$ cat src/hdl/socg_pkg.sv
package socg_pkg;

    // default table size
    localparam int TABLE_DEPTH_DEF = 8;

    // request codes
    localparam logic [1:0] REQ_TICK = 2'd0;
    localparam logic [1:0] REQ_CAL  = 2'd1;
    localparam logic [1:0] REQ_LOAD = 2'd2;

    // current source modes
    localparam logic [1:0] SRC_RELAY = 2'd1;
    localparam logic [1:0] SRC_EXT   = 2'd2;

    // gauge state codes
    localparam logic [1:0] GS_IDLE      = 2'd0;
    localparam logic [1:0] GS_CHARGE    = 2'd1;
    localparam logic [1:0] GS_DISCHARGE = 2'd2;

    // register indexes
    localparam logic [2:0] REG_CAPACITY  = 3'd0;
    localparam logic [2:0] REG_EFF       = 3'd1;
    localparam logic [2:0] REG_REST_I    = 3'd2;
    localparam logic [2:0] REG_REST_T    = 3'd3;
    localparam logic [2:0] REG_CELLS     = 3'd4;
    localparam logic [2:0] REG_PRESENT   = 3'd5;
    localparam logic [2:0] REG_LOAD_I    = 3'd6;
    localparam logic [2:0] REG_SRC_MODE  = 3'd7;

    localparam int CFG_IDX_W  = 3;
    localparam int CFG_DATA_W = 27;

    // serial divider widths
    localparam int DIV_REM_W = 32;
    localparam int DIV_Q_W   = 23;

    // shared multiplier widths
    localparam int MUL_A_W = 39;
    localparam int MUL_B_W = 17;

    // percent scale, charge unit and presence threshold constants
    localparam logic [22:0] FULL_Q16   = 23'd6553600;
    localparam logic [15:0] UNITS_Q16  = 16'd36000;
    localparam logic [12:0] PRESENT_DEF = 13'd2000;

    typedef struct packed {
        logic [1:0]         req_type;
        logic [15:0]        delta_ms;
        logic [15:0]        vbat_mv;
        logic signed [15:0] ibat_ma;
        logic [14:0]        ext_discharge_ma;
        logic [2:0]         point_index;
        logic [15:0]        point_mv;
        logic [6:0]         point_pct;
        logic [3:0]         table_points;
    } gauge_in_t;

    typedef struct packed {
        logic [6:0]  soc_percent;
        logic [22:0] soc_fraction;
        logic [1:0]  gauge_state;
        logic        is_calibrated;
    } gauge_out_t;

    // divider request
    typedef struct packed {
        logic                 start;
        logic [DIV_REM_W-1:0] rem_init;
        logic [DIV_Q_W-1:0]   low;
        logic [DIV_REM_W-1:0] divisor;
    } div_req_t;

    typedef struct packed {
        logic               done;
        logic [DIV_Q_W-1:0] quotient;
    } div_rsp_t;

    typedef enum logic [4:0] {
        ST_IDLE,
        ST_CAPD,
        ST_CAPF,
        ST_CELL_GO,
        ST_CELL_WAIT,
        ST_DECIDE,
        ST_MAG,
        ST_EFF,
        ST_ACC,
        ST_SOC_GO,
        ST_SOC_WAIT,
        ST_T_FIRST,
        ST_T_LAST,
        ST_T_SCAN,
        ST_IMUL,
        ST_IDIV_GO,
        ST_IDIV_WAIT,
        ST_CMUL1,
        ST_CMUL2,
        ST_DONE
    } gauge_state_t;

endpackage

$ cat src/hdl/battery_soc_coulomb_ocv_gauge.sv
// s_ready rises together with m_valid, so a new item can be taken while
// the last result is still held; the shared serial divider takes 23 steps
// per pass and a tick that recalibrates uses it up to three times
// synchronous active-low reset restores register defaults and clears the
// gauge state; table contents are undefined until loaded
module battery_soc_coulomb_ocv_gauge #(
    parameter int TABLE_DEPTH = socg_pkg::TABLE_DEPTH_DEF
) (
    input  logic                             aclk,
    input  logic                             aresetn,
    input  logic                             s_valid,
    output logic                             s_ready,
    input  socg_pkg::gauge_in_t              s_item,
    output logic                             m_valid,
    input  logic                             m_ready,
    output socg_pkg::gauge_out_t             m_item,
    input  logic                             cfg_we,
    input  logic [socg_pkg::CFG_IDX_W-1:0]   cfg_index,
    input  logic [socg_pkg::CFG_DATA_W-1:0]  cfg_data
);
    import socg_pkg::*;

    localparam int IW = (TABLE_DEPTH > 1) ? $clog2(TABLE_DEPTH) : 1;
    localparam int CW = $clog2(TABLE_DEPTH + 1);
    localparam int EW = 23;

    // configuration registers
    logic [15:0] cap_mah_reg;
    logic [16:0] eff_reg;
    logic [14:0] rest_i_reg;
    logic [26:0] rest_t_reg;
    logic [4:0]  cells_reg;
    logic [12:0] present_reg;
    logic [14:0] load_i_reg;
    logic [1:0]  src_mode_reg;

    // gauge state
    logic [37:0] charge_reg;
    logic [22:0] soc_reg;
    logic [1:0]  ms_reg;
    logic [31:0] rest_reg;
    logic        calib_reg;
    logic        recon_reg;
    logic [CW-1:0] npts_reg;
    logic [EW-1:0] tbl [TABLE_DEPTH];

    // work registers
    gauge_state_t state_reg, state_next;
    gauge_in_t    item_reg;
    logic [31:0]  dq_reg;
    logic [37:0]  capu_reg;
    logic [15:0]  cmv_reg;
    logic [38:0]  tmp_reg;
    logic         do_cal_reg;
    logic         chg_reg;
    logic [14:0]  mag_reg;
    logic [IW-1:0] scan_reg;
    logic [15:0]  v0_reg, v1_reg;
    logic [6:0]   s0_reg, s1_reg;

    // output register
    logic        m_valid_reg;
    gauge_out_t  m_item_reg;

    div_req_t div_req;
    div_rsp_t div_rsp;

    logic [MUL_A_W-1:0]         mul_a;
    logic [MUL_B_W-1:0]         mul_b;
    logic [MUL_A_W+MUL_B_W-1:0] prod;
    logic [IW-1:0]              rd_idx;
    logic [EW-1:0]              entry;
    logic [15:0]                entry_mv;
    logic [6:0]                 entry_pct;
    logic [IW-1:0]              last_idx;

    // effective register values
    logic [15:0] cap_eff;
    logic [16:0] eff_eff;
    logic [4:0]  cells_eff;
    logic [12:0] present_eff;

    // decision outputs
    logic signed [15:0] ibat_s;
    logic [14:0] absi;
    logic [1:0]  ms_d;
    logic [31:0] rest_d;
    logic        recon_d;
    logic        integ_d;
    logic        chg_d;
    logic [14:0] mag_d;
    logic        cal_d;

    logic        up_dir;
    logic [6:0]  span;
    logic [24:0] interp_r;
    logic [38:0] acc_sum;
    logic [37:0] acc_new;
    logic [23:0] round_sum;
    logic        accept_in;
    logic        out_load;

    assign cap_eff     = (cap_mah_reg == '0) ? 16'd1 : cap_mah_reg;
    assign eff_eff     = (eff_reg == '0 || eff_reg > 17'd65536) ? 17'd65536 : eff_reg;
    assign cells_eff   = (cells_reg == '0) ? 5'd1 : cells_reg;
    assign present_eff = (present_reg == '0) ? PRESENT_DEF : present_reg;

    assign accept_in = s_valid && s_ready;
    assign out_load  = (state_reg == ST_DONE) && (!m_valid_reg || m_ready);

    // clamp a percent value to full scale
    function automatic logic [22:0] sat_soc(input logic [24:0] v);
        sat_soc = (v > {2'b00, FULL_Q16}) ? FULL_Q16 : v[22:0];
    endfunction

    socg_div u_div (
        .aclk    (aclk),
        .aresetn (aresetn),
        .req     (div_req),
        .rsp     (div_rsp)
    );

    // shared multiplier
    assign prod = mul_a * mul_b;

    // table read port
    assign last_idx  = IW'(npts_reg - 1'b1);
    assign entry     = tbl[rd_idx];
    assign entry_mv  = entry[EW-1:7];
    assign entry_pct = entry[6:0];

    // interpolation helpers
    assign up_dir   = (s1_reg >= s0_reg);
    assign span     = up_dir ? (s1_reg - s0_reg) : (s0_reg - s1_reg);
    assign interp_r = up_dir ? ({2'b00, s0_reg, 16'b0} + {2'b00, div_rsp.quotient})
                             : ({2'b00, s0_reg, 16'b0} - {2'b00, div_rsp.quotient});

    // charge accumulate and clamp
    always_comb begin
        if (chg_reg) begin
            acc_sum = {1'b0, charge_reg} + {7'b0, tmp_reg[31:0]};
        end else if ({7'b0, tmp_reg[31:0]} >= {1'b0, charge_reg}) begin
            acc_sum = '0;
        end else begin
            acc_sum = {1'b0, charge_reg} - {7'b0, tmp_reg[31:0]};
        end
        acc_new = (acc_sum > {1'b0, capu_reg}) ? capu_reg : acc_sum[37:0];
    end

    // tick decision: mode, rest timer, integration and recalibration
    always_comb begin
        logic        hr;
        logic [14:0] habs;
        logic [32:0] rsum;
        logic [31:0] rsat;
        ibat_s  = (item_reg.ibat_ma == 16'sh8000) ? 16'sh8001 : item_reg.ibat_ma;
        absi    = ibat_s[15] ? 15'(-ibat_s) : ibat_s[14:0];
        ms_d    = ms_reg;
        rest_d  = rest_reg;
        recon_d = recon_reg;
        integ_d = 1'b0;
        chg_d   = 1'b0;
        mag_d   = '0;
        cal_d   = 1'b0;
        hr      = 1'b0;
        habs    = absi;
        rsum    = {1'b0, rest_reg} + {17'b0, item_reg.delta_ms};
        rsat    = rsum[32] ? 32'hFFFF_FFFF : rsum[31:0];
        if (src_mode_reg == SRC_RELAY) begin
            if (cmv_reg >= {3'b0, present_eff}) begin
                if (ibat_s > 0) begin
                    ms_d    = GS_CHARGE;
                    integ_d = 1'b1;
                    chg_d   = 1'b1;
                    mag_d   = absi;
                end
                hr = 1'b1;
            end else begin
                if (ms_reg != GS_DISCHARGE) begin
                    recon_d = 1'b1;
                    rest_d  = '0;
                end
                ms_d = GS_DISCHARGE;
                if (load_i_reg != '0) begin
                    integ_d = 1'b1;
                    mag_d   = load_i_reg;
                end
            end
        end else if (src_mode_reg == SRC_EXT) begin
            if (ibat_s > 0) begin
                ms_d    = GS_CHARGE;
                integ_d = 1'b1;
                chg_d   = 1'b1;
                mag_d   = absi;
            end else begin
                habs = item_reg.ext_discharge_ma;
                if (item_reg.ext_discharge_ma >= rest_i_reg) begin
                    ms_d    = GS_DISCHARGE;
                    integ_d = 1'b1;
                    mag_d   = item_reg.ext_discharge_ma;
                end
            end
            hr = 1'b1;
        end else begin
            if (absi >= rest_i_reg) begin
                ms_d    = (ibat_s > 0) ? GS_CHARGE : GS_DISCHARGE;
                integ_d = 1'b1;
                chg_d   = (ibat_s > 0);
                mag_d   = absi;
            end
            hr = 1'b1;
        end
        if (hr) begin
            if (habs < rest_i_reg) begin
                ms_d = GS_IDLE;
                if (recon_d || rsat >= {5'b0, rest_t_reg}) begin
                    cal_d   = 1'b1;
                    rest_d  = '0;
                    recon_d = 1'b0;
                end else begin
                    rest_d = rsat;
                end
            end else begin
                rest_d = '0;
            end
        end
    end

    // next state
    always_comb begin
        state_next = state_reg;
        unique case (state_reg)
            ST_IDLE: begin
                if (accept_in) begin
                    if (s_item.req_type == REQ_TICK || s_item.req_type == REQ_CAL) begin
                        state_next = ST_CAPD;
                    end else begin
                        state_next = ST_DONE;
                    end
                end
            end
            ST_CAPD:    state_next = ST_CAPF;
            ST_CAPF:    state_next = ST_CELL_GO;
            ST_CELL_GO: state_next = ST_CELL_WAIT;
            ST_CELL_WAIT: begin
                if (div_rsp.done) begin
                    if (item_reg.req_type == REQ_CAL) begin
                        state_next = (npts_reg == '0) ? ST_CMUL1 : ST_T_FIRST;
                    end else begin
                        state_next = ST_DECIDE;
                    end
                end
            end
            ST_DECIDE: begin
                if (integ_d) begin
                    state_next = ST_MAG;
                end else if (cal_d) begin
                    state_next = (npts_reg == '0) ? ST_CMUL1 : ST_T_FIRST;
                end else begin
                    state_next = ST_DONE;
                end
            end
            ST_MAG:    state_next = chg_reg ? ST_EFF : ST_ACC;
            ST_EFF:    state_next = ST_ACC;
            ST_ACC:    state_next = ST_SOC_GO;
            ST_SOC_GO: state_next = ST_SOC_WAIT;
            ST_SOC_WAIT: begin
                if (div_rsp.done) begin
                    if (do_cal_reg) begin
                        state_next = (npts_reg == '0) ? ST_CMUL1 : ST_T_FIRST;
                    end else begin
                        state_next = ST_DONE;
                    end
                end
            end
            ST_T_FIRST: state_next = (cmv_reg <= entry_mv) ? ST_CMUL1 : ST_T_LAST;
            ST_T_LAST:  state_next = (cmv_reg >= entry_mv) ? ST_CMUL1 : ST_T_SCAN;
            ST_T_SCAN: begin
                if (cmv_reg <= entry_mv || scan_reg == last_idx) begin
                    state_next = ST_IMUL;
                end
            end
            ST_IMUL:    state_next = ST_IDIV_GO;
            ST_IDIV_GO: state_next = ST_IDIV_WAIT;
            ST_IDIV_WAIT: begin
                if (div_rsp.done) begin
                    state_next = ST_CMUL1;
                end
            end
            ST_CMUL1: state_next = ST_CMUL2;
            ST_CMUL2: state_next = ST_DONE;
            ST_DONE: begin
                if (out_load) begin
                    state_next = ST_IDLE;
                end
            end
            default: state_next = ST_IDLE;
        endcase
    end

    // unit controls per state
    always_comb begin
        s_ready          = (state_reg == ST_IDLE);
        mul_a            = '0;
        mul_b            = '0;
        rd_idx           = scan_reg;
        div_req.start    = 1'b0;
        div_req.rem_init = '0;
        div_req.low      = '0;
        div_req.divisor  = {27'b0, cells_eff};
        unique case (state_reg)
            ST_CAPD: begin
                mul_a = MUL_A_W'(cap_eff);
                mul_b = MUL_B_W'(UNITS_Q16);
            end
            ST_CAPF: begin
                mul_a = MUL_A_W'(dq_reg);
                mul_b = MUL_B_W'(100);
            end
            ST_CELL_GO: begin
                div_req.start = 1'b1;
                div_req.low   = {7'b0, item_reg.vbat_mv};
            end
            ST_MAG: begin
                mul_a = MUL_A_W'(mag_reg);
                mul_b = MUL_B_W'(item_reg.delta_ms);
            end
            ST_EFF: begin
                mul_a = MUL_A_W'(tmp_reg[31:0]);
                mul_b = eff_eff;
            end
            ST_SOC_GO: begin
                div_req.start    = 1'b1;
                div_req.rem_init = {1'b0, charge_reg[37:7]};
                div_req.low      = {charge_reg[6:0], 16'b0};
                div_req.divisor  = dq_reg;
            end
            ST_T_FIRST: rd_idx = '0;
            ST_T_LAST:  rd_idx = last_idx;
            ST_IMUL: begin
                mul_a = MUL_A_W'(cmv_reg - v0_reg);
                mul_b = MUL_B_W'(span);
            end
            ST_IDIV_GO: begin
                div_req.start    = 1'b1;
                div_req.rem_init = {16'b0, tmp_reg[22:7]};
                div_req.low      = {tmp_reg[6:0], 16'b0};
                div_req.divisor  = {16'b0, v1_reg - v0_reg};
            end
            ST_CMUL1: begin
                mul_a = MUL_A_W'(soc_reg);
                mul_b = MUL_B_W'(cap_eff);
            end
            ST_CMUL2: begin
                mul_a = tmp_reg;
                mul_b = MUL_B_W'(UNITS_Q16);
            end
            default: begin
            end
        endcase
    end

    // control state
    always_ff @(posedge aclk) begin
        if (!aresetn) begin
            state_reg    <= ST_IDLE;
            cap_mah_reg  <= 16'd1000;
            eff_reg      <= 17'd65536;
            rest_i_reg   <= 15'd50;
            rest_t_reg   <= 27'd1800000;
            cells_reg    <= 5'd1;
            present_reg  <= 13'd2000;
            load_i_reg   <= '0;
            src_mode_reg <= '0;
            charge_reg   <= '0;
            soc_reg      <= '0;
            ms_reg       <= GS_IDLE;
            rest_reg     <= '0;
            calib_reg    <= 1'b0;
            recon_reg    <= 1'b0;
            npts_reg     <= '0;
            m_valid_reg  <= 1'b0;
        end else begin
            state_reg <= state_next;

            // register writes
            if (cfg_we) begin
                unique case (cfg_index)
                    REG_CAPACITY: cap_mah_reg  <= cfg_data[15:0];
                    REG_EFF:      eff_reg      <= cfg_data[16:0];
                    REG_REST_I:   rest_i_reg   <= cfg_data[14:0];
                    REG_REST_T:   rest_t_reg   <= cfg_data[26:0];
                    REG_CELLS:    cells_reg    <= cfg_data[4:0];
                    REG_PRESENT:  present_reg  <= cfg_data[12:0];
                    REG_LOAD_I:   load_i_reg   <= cfg_data[14:0];
                    REG_SRC_MODE: src_mode_reg <= cfg_data[1:0];
                    default: begin
                    end
                endcase
            end

            // table point count
            if (accept_in && s_item.req_type == REQ_LOAD) begin
                if (32'(s_item.table_points) > TABLE_DEPTH) begin
                    npts_reg <= CW'(TABLE_DEPTH);
                end else begin
                    npts_reg <= CW'(s_item.table_points);
                end
            end

            // tick decision
            if (state_reg == ST_DECIDE) begin
                ms_reg    <= ms_d;
                rest_reg  <= rest_d;
                recon_reg <= recon_d;
            end

            // charge and percent updates
            if (state_reg == ST_ACC) begin
                charge_reg <= acc_new;
            end
            if (state_reg == ST_SOC_WAIT && div_rsp.done) begin
                soc_reg <= div_rsp.quotient;
            end
            if (state_reg == ST_T_FIRST && cmv_reg <= entry_mv) begin
                soc_reg <= sat_soc({2'b00, entry_pct, 16'b0});
            end
            if (state_reg == ST_T_LAST && cmv_reg >= entry_mv) begin
                soc_reg <= sat_soc({2'b00, entry_pct, 16'b0});
            end
            if (state_reg == ST_IDIV_WAIT && div_rsp.done) begin
                soc_reg <= sat_soc(interp_r);
            end
            if (state_reg == ST_CMUL2) begin
                charge_reg <= prod[53:16];
                calib_reg  <= 1'b1;
            end

            // result transfer
            if (out_load) begin
                m_valid_reg <= 1'b1;
            end else if (m_ready) begin
                m_valid_reg <= 1'b0;
            end
        end
    end

    // datapath registers
    always_ff @(posedge aclk) begin
        if (accept_in) begin
            item_reg <= s_item;
        end
        if (accept_in && s_item.req_type == REQ_LOAD
            && 32'(s_item.point_index) < TABLE_DEPTH) begin
            tbl[IW'(s_item.point_index)] <= {s_item.point_mv, s_item.point_pct};
        end
        unique case (state_reg)
            ST_CAPD: dq_reg   <= prod[31:0];
            ST_CAPF: capu_reg <= prod[37:0];
            ST_CELL_WAIT: begin
                if (div_rsp.done) begin
                    cmv_reg    <= div_rsp.quotient[15:0];
                    do_cal_reg <= 1'b1;
                end
            end
            ST_DECIDE: begin
                do_cal_reg <= cal_d;
                chg_reg    <= chg_d;
                mag_reg    <= mag_d;
            end
            ST_MAG: tmp_reg <= {8'b0, prod[30:0]};
            ST_EFF: tmp_reg <= {7'b0, prod[47:16]};
            ST_T_FIRST: begin
                v0_reg   <= entry_mv;
                s0_reg   <= entry_pct;
                scan_reg <= IW'(1);
            end
            ST_T_SCAN: begin
                if (cmv_reg <= entry_mv || scan_reg == last_idx) begin
                    v1_reg <= entry_mv;
                    s1_reg <= entry_pct;
                end else begin
                    v0_reg   <= entry_mv;
                    s0_reg   <= entry_pct;
                    scan_reg <= scan_reg + 1'b1;
                end
            end
            ST_IMUL:  tmp_reg <= {16'b0, prod[22:0]};
            ST_CMUL1: tmp_reg <= prod[38:0];
            default: begin
            end
        endcase
        if (out_load) begin
            m_item_reg.soc_percent   <= round_sum[22:16];
            m_item_reg.soc_fraction  <= soc_reg;
            m_item_reg.gauge_state   <= ms_reg;
            m_item_reg.is_calibrated <= calib_reg;
        end
    end

    // round half up to whole percent
    assign round_sum = {1'b0, soc_reg} + 24'd32768;

    assign m_valid = m_valid_reg;
    assign m_item  = m_item_reg;

endmodule

$ cat src/hdl/socg_div.sv
module socg_div (
    input  logic              aclk,
    input  logic              aresetn,
    input  socg_pkg::div_req_t req,
    output socg_pkg::div_rsp_t rsp
);
    import socg_pkg::*;

    localparam int CNT_W = $clog2(DIV_Q_W + 1);

    logic [DIV_REM_W-1:0] rem_reg, rem_next;
    logic [DIV_Q_W-1:0]   low_reg, low_next;
    logic [DIV_Q_W-1:0]   q_reg, q_next;
    logic [DIV_REM_W-1:0] d_reg;
    logic [CNT_W-1:0]     cnt_reg, cnt_next;
    logic                 busy_reg, busy_next;
    logic                 done_reg, done_next;
    logic [DIV_REM_W:0]   trial;
    logic [DIV_REM_W:0]   diff;

    // one restoring step per cycle while busy
    always_comb begin
        trial     = {rem_reg, low_reg[DIV_Q_W-1]};
        diff      = trial - {1'b0, d_reg};
        rem_next  = rem_reg;
        low_next  = low_reg;
        q_next    = q_reg;
        cnt_next  = cnt_reg;
        busy_next = busy_reg;
        done_next = 1'b0;
        if (req.start) begin
            rem_next  = req.rem_init;
            low_next  = req.low;
            q_next    = '0;
            cnt_next  = '0;
            busy_next = 1'b1;
        end else if (busy_reg) begin
            if (trial >= {1'b0, d_reg}) begin
                rem_next = diff[DIV_REM_W-1:0];
                q_next   = {q_reg[DIV_Q_W-2:0], 1'b1};
            end else begin
                rem_next = trial[DIV_REM_W-1:0];
                q_next   = {q_reg[DIV_Q_W-2:0], 1'b0};
            end
            low_next = {low_reg[DIV_Q_W-2:0], 1'b0};
            cnt_next = cnt_reg + 1'b1;
            if (cnt_reg == CNT_W'(DIV_Q_W - 1)) begin
                busy_next = 1'b0;
                done_next = 1'b1;
            end
        end
    end

    always_ff @(posedge aclk) begin
        if (!aresetn) begin
            busy_reg <= 1'b0;
            done_reg <= 1'b0;
            cnt_reg  <= '0;
        end else begin
            busy_reg <= busy_next;
            done_reg <= done_next;
            cnt_reg  <= cnt_next;
        end
        rem_reg <= rem_next;
        low_reg <= low_next;
        q_reg   <= q_next;
        if (req.start) begin
            d_reg <= req.divisor;
        end
    end

    assign rsp.done     = done_reg;
    assign rsp.quotient = q_reg;

endmodule
$ cat config.mk
export PLATFORM = sky130hd
export DESIGN_NAME = battery_soc_coulomb_ocv_gauge
export DESIGN_NICKNAME = d
export VERILOG_FILES = /design/src/hdl/socg_pkg.sv /design/src/hdl/battery_soc_coulomb_ocv_gauge.sv /design/src/hdl/socg_div.sv
export SDC_FILE = /design/constraint.sdc
export NUM_CORES = 2
export LEC_CHECK = 0
export BUFFER_PORTS_ARGS = -buffer_cell sky130_fd_sc_hd__buf_2
export CORE_ASPECT_RATIO = 0.6
export CORE_UTILIZATION = 35
export DETAILED_ROUTE_END_ITERATION = 8
export SLEW_MARGIN = 0
export SYNTH_ARGS = -nofsm -noshare
export SYNTH_HDL_FRONTEND = slang
export SYNTH_SLANG_ARGS = --single-unit
$ cat constraint.sdc
create_clock -name aclk -period 19.7 [get_ports aclk]
set_clock_uncertainty 0.15 [all_clocks]
set_input_delay 0.985 -clock aclk [delete_from_list [all_inputs] [get_ports aclk]]
set_output_delay 0.985 -clock aclk [all_outputs]
set_load 0.005 [all_outputs]
==> results by group <==
STA
  – Remaining max-slew budget at the tightest pin: -4.62%
  – RSZ-0062 raised after global routing: no
  – Final setup vio count: 0
  – Total count of hold-check failures in the final report: 0
  – Pin slew with the least headroom to its limit: 1570 ps
  – Highest attainable clock frequency: 86.9 MHz
  – Max Slew Vio Count: 1
  – Final min period: 11,510 ps
  – Final worst-path cycle share: 58.4%
  – Setup TNS: 0 ps

Global routing
  – Initial antenna violation count: 20
  – Combined global-route utilization of all metal layers: 25.0%
  – Pin count of the biggest net entering global routing: 73
  – Global-route wire length before repair: 356 mm
  – Remaining Overflow, GRT: 0
  – Number of global-route vias before repair: 52,559

Clocking
  – CTS root buffer: clkbuf_16
  – TritonCTS Buffers: 78
  – Count of hold-fix buffers inserted at cts: 0
  – Post-CTS Setup Inserts: 0
  – Clock tree from TritonCTS: done
  – Count of cells resized by post-cts repair: 0
  – Total number of H-tree levels: 3
  – Clock sink count: 807
  – Worst-skew pair later-pin latency: 690 ps
  – Maximum count of clock buffers along a single path: 3
  – CTS clk-pin slew, worst paths: 70 ps

Final layout
  – Post-layout nets: 8,328
  – Storage element area: 21,800 sq um
  – Max reg flops: 184
  – Final Core Density: 38.8%
  – Multi-input logic area: 39,800 sq um
  – P&R area growth vs syn: 10.0%
  – Fillcell total: 18,673
  – Share of post-route cells with drive strength above 1: 7.42%

Placed design
  – Final weighted congestion in routability-driven placement: 0.976
  – Placed wire-length estimate after detailed placement: 188 mm
  – Buffers on Ports: 164

Routing
  – Number of DRC violations after detailed-routing iteration 0: 7,591
  – Total iterations of the first detailed-routing run: 9
  – Total via count after detailed routing: 54,941
  – Post-route DRC: 0
  – Average wire length per cell after detail routing: 24.7 microns
  – Routed wire length: 242 mm
  – Detailed-route vias per instance: 5.62
  – Number of nets still failing antenna checks after routing: 0

Power and ir drop
  – Max IR drop VDD: 0.0721 mV
  – Leak: 31.2 nW
  – Pwr/cell area: 99.4 nW/um^2

Worst setup path
  – Slowest library cell on the worst path: xnor2_1
  – Critical path launch point: s0_reg[5]$_DFFE_PP_
  – Peak fanout along the critical path: 41
  – Launch instance of the worst register-to-register path: s0_reg[5]$_DFFE_PP_
  – Worst path required time: 20,140 ps
  – Kind of end point of the critical path: register
  – Largest stage delay, worst path: 960 ps
  – Critical path arrival: 11,950 ps
  – Type of origin of the critical path: register
  – Type of the worst setup path: reg -> reg

Die
  – Die width: 563 microns
  – Boundary Pins: 165
  – Area of the die: 191,000 sq um
  – Die Ht: 339 microns
  – Area of the core region: 187,000 sq um
  – FP Rows: 123
  – Initial core utilization: 35.3%

Min path
  – Startpoint of the tightest hold check path: rest_t_reg[3]$_SDFFE_PN0P_
  – Class of the worst hold path: reg -> reg

Run status
  – Violations in the final reports: slew limit
  – Run status: complete, but fails checks

Yosys
  – Largest area contributor in the netlist: edfxtp_1
  – Cell types occupying the most area after synthesis: edfxtp_1 (25%), fa_1 (17%), ha_1 (8.2%)
  – Yosys warning total: 0
  – Flops & latches, synth: 807
  – Top cell types by occurrence after synthesis: nand2_1 (1,102), inv_1 (956), fa_1 (562), edfxtp_1 (560), nor2_1 (486)
  – Top_reg_cell synth: edfxtp_1
  – Sequential element share of the synthesized area: 32.9%
  – Synthesized area per cell: 9.25 sq um
  – Unique cell type count in the Yosys netlist: 98
  – Most instantiated library cell after synthesis: nand2_1
  – Share of the synthesized area in the top cell type: 25.4%
  – Mapped cell area: 66,100 sq um
  – Synth Instances: 7,145
  – Number of flops mapped to enable cells by yosys: 560
  – Async set or reset register ratio after synthesis: 0%

Job
  – # Max-Cap Violations: 0
path summary, 6_finish.rpt:
check                                end  slack (ps)  cells past startpoint
min           rest_t_reg[3]$_SDFFE_PN0P_         310                      2
max          charge_reg[36]$_SDFFE_PN0P_        8190                     40
min reg2reg   rest_t_reg[3]$_SDFFE_PN0P_         310                      2
max reg2reg  charge_reg[36]$_SDFFE_PN0P_        8190                     40
final cells by class:
cell class | count | share of cell area (%)
inverter | 961 | 4.96
clock inverter | 46 | 0.767
sequential | 807 | 29.9
clock buffer | 98 | 2.96
tap | 2500 | 4.30
antenna | 13 | 0.0447
timing repair buffer | 279 | 2.32
multi-input combinational | 5074 | 54.7
layer usage:
metal	GRT usage [%]	up-vias	wire length, microns
met2	30.5	3024	86400
met3	10.6	234	37800
met5	0	-	95
li1	-	24277	-
met1	39.8	27392	114000
met4	3.34	14	3110
critical path, delay by kind of cell, from the launching register on:
family          cells  cell delay, ps
flops               1             430
buf+inv             8            1210
compound gates     16            4300
xor+xnor            2            1040
simple gates        6             600
fa+ha+maj           8            3670
where the power goes:
part | total, mW | internal [mW] | switching, mW | leakage [nW]
clock | 1.63 | 0.883 | 0.747 | 1.31
combinational | 3.25 | 1.06 | 2.18 | 22.8
sequential | 2.36 | 2.10 | 0.257 | 7.08
through the flow:
step,hold WS (ps),instances,area [sq um],setup WS [ps],total power [mW]
6_report,311,9778,72700,8190,7.23
5_1_grt,294,9770,72700,7680,7.57
4_1_cts,285,9764,72700,8460,7.13
3_5_place_dp,299,9620,70000,8480,5.48
3_3_place_gp,294,9620,70000,8590,5.45
2_1_floorplan,253,7183,66200,10020,4.27
cells by family after synthesis:
| logic type | count (synthesis) | share of synthesized area (%) |
|---|---|---|
| and+or+nand+nor | 2311 | 15.8 |
| AOI/OAI and AO/OA | 1418 | 14.3 |
| adders and majority gates | 998 | 25.3 |
| muxes | 86 | 1.34 |
| other | 2 | 0.0114 |
| DFF | 807 | 32.9 |
| buffers and inverters | 1302 | 7.48 |
| xor gates and xnor gates | 221 | 2.93 |
cells in the final DEF, fill, tap and decap left out, drive strengths merged, types with 17 or more instances in the layout:
| cell | netlist | routed |
|---|---|---|
| nor4 | 45 | 45 |
| ha | 435 | 435 |
| a21boi | 19 | 19 |
| o22ai | 30 | 30 |
| nand3 | 170 | 170 |
| o21bai | 37 | 37 |
| a211oi | 47 | 47 |
| or2 | 17 | 17 |
| a31oi | 48 | 48 |
| edfxtp | 560 | 560 |
| mux2i | 71 | 71 |
| and2 | 123 | 123 |
| a221o | 34 | 34 |
| nand2 | 1103 | 1103 |
| nor2 | 486 | 486 |
| a21o | 113 | 113 |
| a22o | 53 | 53 |
| or3 | 21 | 21 |
| inv | 957 | 962 |
| clkbuf | 298 | 98 |
| a21oi | 380 | 380 |
| o21ai | 275 | 275 |
| nor3 | 61 | 61 |
| xnor2 | 151 | 151 |
| dfxtp | 247 | 247 |
| buf | 43 | 279 |
| conb | 2 | 40 |
| a222oi | 22 | 22 |
| o31ai | 31 | 31 |
| and3 | 45 | 45 |
| fa | 562 | 562 |
| nor2b | 53 | 53 |
| o21a | 53 | 53 |
| nand2b | 62 | 62 |
| xor2 | 70 | 70 |
| clkinv | 4 | 33 |
| nand4 | 63 | 63 |
| a22oi | 59 | 59 |
| a221oi | 44 | 44 |
| o211ai | 44 | 44 |
(Power assumes the default switching activity.)
